### src/hw/rtl/zbh_pkg.sv
// shared constants, types and helpers of the zobrist board hash block
package zbh_pkg;

  localparam int unsigned KeyW       = 64;
  localparam int unsigned KeyIdxW    = 10;
  localparam int unsigned SquareW    = 6;
  localparam int unsigned CastleW    = 4;
  localparam int unsigned PieceTypeW = 3;

  localparam int unsigned PieceKeys   = 768;
  localparam int unsigned CastleKeys  = 16;
  localparam int unsigned PassantKeys = 64;

  localparam logic [KeyIdxW-1:0] KeyCount    = 10'd849;
  localparam logic [KeyIdxW-1:0] CastleBase  = 10'd768;
  localparam logic [KeyIdxW-1:0] PassantBase = 10'd784;
  localparam logic [KeyIdxW-1:0] SideIndex   = 10'd848;

  localparam logic [KeyW-1:0] GenSeed = 64'd22122003;
  localparam logic [KeyW-1:0] GenMult = 64'd2685821657736338717;

  localparam int unsigned GenShiftA = 12;
  localparam int unsigned GenShiftB = 25;
  localparam int unsigned GenShiftC = 27;

  localparam logic [PieceTypeW-1:0] PieceTypeMin = 3'd1;
  localparam logic [PieceTypeW-1:0] PieceTypeMax = 3'd6;

  // one key write from the generator into the store
  typedef struct packed {
    logic               vld;
    logic [KeyIdxW-1:0] idx;
    logic [KeyW-1:0]    key;
  } key_wr_t;

  // lookup request, one per accepted square
  typedef struct packed {
    logic               re;
    logic [KeyIdxW-1:0] piece_addr;
    logic [CastleW-1:0] castle_sel;
    logic [SquareW-1:0] passant_sq;
  } key_rd_req_t;

  // registered lookup data
  typedef struct packed {
    logic [KeyW-1:0] piece;
    logic [KeyW-1:0] castle;
    logic [KeyW-1:0] passant;
    logic [KeyW-1:0] side;
  } key_rd_t;

  // xorshift step of the key generator
  function automatic logic [KeyW-1:0] xorshift(input logic [KeyW-1:0] w);
    logic [KeyW-1:0] t;
    t = w ^ (w >> GenShiftA);
    t = t ^ (t << GenShiftB);
    t = t ^ (t >> GenShiftC);
    return t;
  endfunction

endpackage

### src/hw/rtl/zbh_keygen.sv
// xorshift64* key generator that fills the key store after reset
module zbh_keygen (
  input  logic            clk_i,
  input  logic            rst_ni,
  output zbh_pkg::key_wr_t key_wr_o,
  output logic            fill_done_o
);

  logic [zbh_pkg::KeyIdxW-1:0] gen_cnt_q, gen_cnt_d;
  logic [zbh_pkg::KeyW-1:0]    word_q, word_d;
  logic                        run;

  logic                        a_vld_q, b_vld_q, c_vld_q;
  logic [zbh_pkg::KeyIdxW-1:0] a_idx_q, b_idx_q, c_idx_q;
  logic [63:0]                 p_ll_q;
  logic [31:0]                 p_lh_q, p_hl_q;
  logic [63:0]                 p_ll_d;
  logic [31:0]                 p_lh_d, p_hl_d;
  logic [zbh_pkg::KeyW-1:0]    key_q, key_d;
  logic                        done_q, done_d;

  assign run       = (gen_cnt_q != zbh_pkg::KeyCount);
  assign gen_cnt_d = run ? gen_cnt_q + 10'd1 : gen_cnt_q;
  assign word_d    = run ? zbh_pkg::xorshift(word_q) : word_q;

  // 64x64 product modulo 2^64 from three 32x32 partial products
  assign p_ll_d = word_q[31:0] * zbh_pkg::GenMult[31:0];
  assign p_lh_d = word_q[31:0] * zbh_pkg::GenMult[63:32];
  assign p_hl_d = word_q[63:32] * zbh_pkg::GenMult[31:0];
  assign key_d  = p_ll_q + {p_lh_q + p_hl_q, 32'd0};

  assign done_d = done_q | (c_vld_q && (c_idx_q == zbh_pkg::SideIndex));

  always_ff @(posedge clk_i or negedge rst_ni) begin
    if (!rst_ni) begin
      gen_cnt_q <= '0;
      word_q    <= zbh_pkg::GenSeed;
      a_vld_q   <= 1'b0;
      b_vld_q   <= 1'b0;
      c_vld_q   <= 1'b0;
      done_q    <= 1'b0;
    end else begin
      gen_cnt_q <= gen_cnt_d;
      word_q    <= word_d;
      a_vld_q   <= run;
      b_vld_q   <= a_vld_q;
      c_vld_q   <= b_vld_q;
      done_q    <= done_d;
    end
  end

  always_ff @(posedge clk_i) begin
    a_idx_q <= gen_cnt_q;
    b_idx_q <= a_idx_q;
    c_idx_q <= b_idx_q;
    p_ll_q  <= p_ll_d;
    p_lh_q  <= p_lh_d;
    p_hl_q  <= p_hl_d;
    key_q   <= key_d;
  end

  assign key_wr_o.vld = c_vld_q;
  assign key_wr_o.idx = c_idx_q;
  assign key_wr_o.key = key_q;
  assign fill_done_o  = done_q;

endmodule

### config.mk
export PLATFORM = sky130hd
export DESIGN_NAME = zbh_keygen
export DESIGN_NICKNAME = d
export VERILOG_FILES = /design/src/hw/rtl/zbh_pkg.sv /design/src/hw/rtl/zbh_keygen.sv
export SDC_FILE = /design/constraint.sdc
export NUM_CORES = 2
export LEC_CHECK = 0
export ABC_AREA = 0
export BUFFER_PORTS_ARGS = -buffer_cell sky130_fd_sc_hd__buf_4
export CAP_MARGIN = 20
export CELL_PAD_IN_SITES_DETAIL_PLACEMENT = 0
export CELL_PAD_IN_SITES_GLOBAL_PLACEMENT = 1
export CORE_UTILIZATION = 57
export CTS_CLUSTER_SIZE = 25
export DETAILED_ROUTE_END_ITERATION = 10
export PLACE_DENSITY_LB_ADDON = 0.12
export SYNTH_ARGS = -nofsm -noshare
export SYNTH_HDL_FRONTEND = slang
export SYNTH_SLANG_ARGS = --single-unit
### constraint.sdc
create_clock -name clk_i -period 13.49 [get_ports clk_i]
set_input_delay 0.6745 -clock clk_i [delete_from_list [all_inputs] [get_ports clk_i]]
set_output_delay 0.6745 -clock clk_i [all_outputs]
set_load 0.05 [all_outputs]
# [Word-level counts from Yosys, hierarchy flattened]
# Index checks and enable logic that the tools add are counted.
[word_totals] ff_bits=299 output_inout_bits=76
[op_classes] n_addsub=3 n_mul=3 eq_ne=2 bitwise=4 reduce_logical=1
[op_table] cell="$add A63 B64 Y64" count=1
[op_table] cell="$xor A64 B37 Y64" count=1
[op_table] cell="$xor A64 B52 Y64" count=1
[op_table] cell="$xor A64 B64 Y64" count=1
[op_table] cell="$mul A32 B31 Y63 const B" count=1
[op_table] cell="$add A32 B32 Y32" count=1
[op_table] cell="$mul A32 B30 Y32 const B" count=1
[op_table] cell="$mul A32 B31 Y32 const B" count=1
[op_table] cell="$add A10 B1 Y10 const B" count=1
[op_table] cell="$eq A10 B10 Y1 const B" count=1
[op_table] cell="$ne A10 B10 Y1 const B" count=1
[op_table] cell="$logic_and A1 B1 Y1" count=1
[op_table] cell="$or A1 B1 Y1" count=1

# [Depth between registers and ports, before layout]
[logic_depth] ltp_word=3 mapped_depth=26 depth_no_buf=26

# [Worst setup path before layout]
# No wires, ideal clock.
[synth_timing] kind="reg-to-reg" startpoint="register word_q[18] (netlist name)" endpoint="register p_ll_q[62]" setup_ps=122 arrival_ps=7268 path_slack_ps=6100 stages_incl_launch_ff=25 period_less_slack_ps=7390 cell_sequence="dfrtp_1 inv_1 fa_1 inv_1 fa_1 inv_1 fa_1 fa_1 inv_1 fa_1 fa_1 fa_1 inv_1 fa_1 inv_1 ha_1 nand2_1 or3_1 o21a_1 a31oi_2 a32o_2 a2111oi_4 nor3b_4 a41oi_1 a311o_1"
[synth_via] elab_chain_cells=1
[synth_rtl] item="start, declared" line_no="zbh_keygen.sv:10" source="logic [zbh_pkg::KeyW-1:0] word_q, word_d;"
[synth_rtl] item="start signal, assigned" line_no="zbh_keygen.sv:37" source="word_q <= zbh_pkg::GenSeed;"
[synth_rtl] item="start signal, assigned" line_no="zbh_keygen.sv:44" source="word_q <= word_d;"
[synth_rtl] item="$mul A32 B31 Y63" line_no="zbh_keygen.sv:27" source="assign p_ll_d = word_q[31:0] * zbh_pkg::GenMult[31:0];"
[synth_rtl] item="net p_ll_d[62]" line_no="zbh_keygen.sv:17" source="logic [63:0] p_ll_d;"
[synth_rtl] item="end signal, assigned" line_no="zbh_keygen.sv:56" source="p_ll_q <= p_ll_d;"
[synth_rtl] item="end, declared" line_no="zbh_keygen.sv:15" source="logic [63:0] p_ll_q;"
# The timed path passes the listed nets, and every way through them passes these cells.
# A chain may end at the register's enable or synchronous reset.

# [Worst setup path after layout]
[layout_timing] startpoint="register word_q[19] (netlist name)" endpoint="register p_ll_q[62]"
# Same word-level chain as after synthesis.

==> reports/metrics.cfg <==
[power_and_ir_drop]
vdd_drop_max_mv = 0.06862
powerDensity_nw_per_um2 = 39.83
power_leakage_nw = 27.39

[job]
cap_violations = 0

[clocking]
worstSkewPairLatency_ns = 0.61
clk_pin_slew_worst_paths_ns = 0.06
root_buffer = clkbuf_16
clkSinkCount = 297
cts_buffers = 38
clk_path_buf_depth = 3
cts_resized = 0
cts_tree = yes
h-tree-depth = 2

[layout]
finalNetCount = 6087
syn2layout_area_growth_pct = 7.352
drive_above_1_share = 0.05151
utilization = 0.6169
diodes = 0
fillers = 6761

[sta]
relSlewSlack = 0.3560
fin_crit_ns = 8.706
rsz0062_at_grt = false
setup_tns_ns = 0
fmax_mhz = 114.9
worstMarginPinSlew_ns = 0.9591
maxSlewViolCount = 0
fin_crit_sh = 0.6454
finClkSkew_ns = 0.04280
hold_viol = 0
setup_viol = 0

[grt]
track_usage = 0.3312
gr-total-overflow = 0
grt_pass1_wl_mm = 196.9
antenna_found_initial = 0
first_global_vias = 31860
grt_max_degree = 66

[floorplanning]
start_util = 0.5746
io_pins = 78
die_area_um2 = 80640
die_w_um = 284.0
fp-row-count = 103
die_h_um = 284.0
core_area_um2 = 78870

[place]
place_congestion = 1.014
io_buffers = 77
dpl.hpwl_mm = 110.5

[synthesis]
synth_seq_area_share = 0.1401
synthCells = 4389
synth_area_um2 = 45320
yosysMostFrequentCell = inv_1
yosys_warnings = 0
synth_ff_type = dfxtp_1
async_flop_share = 0.2626
synth_seq_cells = 297
synth_edf_count = 0
yosysTopAreaCellShare = 0.3560
synth_cell_type_count = 85
netlist_top_cells_area = fa_1 (36%), ha_1 (21%), inv_1 (10%)
syn_nets = 5963
yosysTopAreaCell = fa_1
syn_area_per_cell_um2 = 10.33
synth_common_cells = inv_1 (1,241), fa_1 (806), ha_1 (766), xnor2_1 (316), dfxtp_1 (219)

[route]
wl_mm = 128.0
wl_per_cell_um = 22.88
drtIter0Drc = 2203
drc_errors = 0
viasPerCell = 5.374
antenna_left = 0
dr.pass1.iters = 7
num_vias = 30060

[critical_path]
critPathTopFamily = adder cells
worstPathRequired_ns = 13.95
cpMaxStageDelayCell = dfrtp_1
timing.critical_path.buf_inv = 6
slowest_delay_ns = 0.88
crit_type = reg2reg
start_kind = flip-flop
endpoint_kind = flip-flop
cp.arrival_ns = 9.17
crit_chain = inv_1 > fa_1 > inv_1 > fa_1 > inv_1 > fa_1 > fa_1 > inv_1 > fa_1 > fa_1 > fa_1 > inv_1 > fa_1 > inv_1 > ha_1 > nand2_1 > or3_1 > o21a_1 > a31oi_2 > a32o_2 > a2111oi_4 > nor3b_4 > a41oi_1 > a311o_1
worstPathMaxFanout = 14
cp_common_cell = fa_1

[outcome]
status = complete, no violations

[worst_hold_path]
hold_path_class = reg2reg

## layout by cell type, fill, tap and decap left out, drive strengths merged, types with 16 or more instances in the layout
cell,Yosys,final
dfxtp,219,219
nor2,111,111
nor2b,18,18
o21a,16,16
nand2,99,99
buf,9,116
dfrtp,67,67
o21ai,79,79
a21o,76,76
o21bai,31,31
xnor2,316,316
nand3,31,31
nor3,21,21
a21oi,170,170
xor2,83,83
fa,806,806
and3,18,18
ha,766,766
clkbuf,24,44
inv,1241,1250
## path summary, 6_finish.rpt
kind,slack [ns],startpoint,endpoint,depth (start not counted)
max reg2reg,4.78,word_q[19],p_ll_q[62],24
min in group asynchronous,0.51,rst_ni,fill_done_o,2
max,4.78,word_q[19],p_ll_q[62],24
min reg2reg,0.32,p_ll_q[15],key_q[15],0
min,0.32,p_ll_q[15],key_q[15],0
max in group asynchronous,11.85,rst_ni,word_q[43],3
## worst reg2reg max path, cell delays in order, from the launching register on
cell,delay (ns)
dfrtp_1,0.88
inv_1,0.52
fa_1,0.66
inv_1,0.07
fa_1,0.49
inv_1,0.06
fa_1,0.50
fa_1,0.52
inv_1,0.06
fa_1,0.55
fa_1,0.44
fa_1,0.49
inv_1,0.05
fa_1,0.47
inv_1,0.04
ha_1,0.40
nand2_1,0.20
or3_1,0.41
o21a_1,0.18
a31oi_2,0.30
a32o_2,0.39
a2111oi_4,0.14
nor3b_4,0.30
a41oi_1,0.14
a311o_1,0.28
## routing by layer
metal,share of wire,global-route usage,vias to the layer above
met5,0,0,-
met4,0.034,0.09973,0
met3,0.084,0.07468,171
met1,0.44,0.4721,15080
met2,0.44,0.5043,1018
li1,-,-,13790
## registers in the layout, indices dropped and copies added, names as in the netlist
signal,count
a_vld_q,1
key_q,64
c_idx_q,10
p_ll_q,61
a_idx_q,10
c_vld_q,1
b_vld_q,1
gen_cnt_q,10
word_q,64
fill_done_o,1
b_idx_q,10
p_hl_q,32
p_lh_q,32
## logic make-up (layout without fill, tap and decap cells)
family	count (synthesis)	in the layout	share of synthesized area
buffers and inverters	1275	1429	0.1064
AOI/OAI and AO/OA	472	472	0.06877
xor gates and xnor gates	399	399	0.07711
adders and majority gates	1572	1572	0.5675
and+or+nand+nor	373	373	0.03992
muxes	1	1	0.0002209
DFF	297	297	0.1401
## timing repair
action | CTS | global route
hold endpoints to repair | 13 | 0
setup buffers | 0 | 0
hold buffers | 1 | 0
setup endpoints to repair | 0 | 0
## where the power goes
group | switching [mW] | internal [mW] | total (mW)
combinational | 0.00488 | 0.000565 | 0.00547
clock | 0.458 | 0.593 | 1.05
sequential | 0 | 0.881 | 0.881
total | 0.463 | 1.47 | 1.94
## through the flow
stage / std cells / setup WS, ns / hold slack, ns / total power [mW] / area (um2)
global route: 5593 / 4.482 / 0.3279 / 1.990 / 48650
CTS: 5593 / 4.816 / 0.3255 / 1.961 / 48650
floorplan: 4389 / 6.100 / 0.3096 / 0.8994 / 45320
detailed placement: 5522 / 4.851 / 0.3121 / 0.9048 / 47350
global placement: 5522 / 5.040 / 0.3101 / 0.9049 / 47350
finish: 5593 / 4.784 / 0.3240 / 1.938 / 48650
## cell type report
type | instances | area (um2) | share of cell area
clock buffer | 44 | 1046 | 0.02150
timing repair buffer | 117 | 880.8 | 0.01810
inverter | 1242 | 4662 | 0.09582
tap | 1050 | 1314 | 0.02700
sequential | 297 | 6350 | 0.1305
clock inverter | 26 | 250.2 | 0.005143
multi-input combinational | 2817 | 34150 | 0.7019
Note: power is estimated with default switching activity, not from simulation.
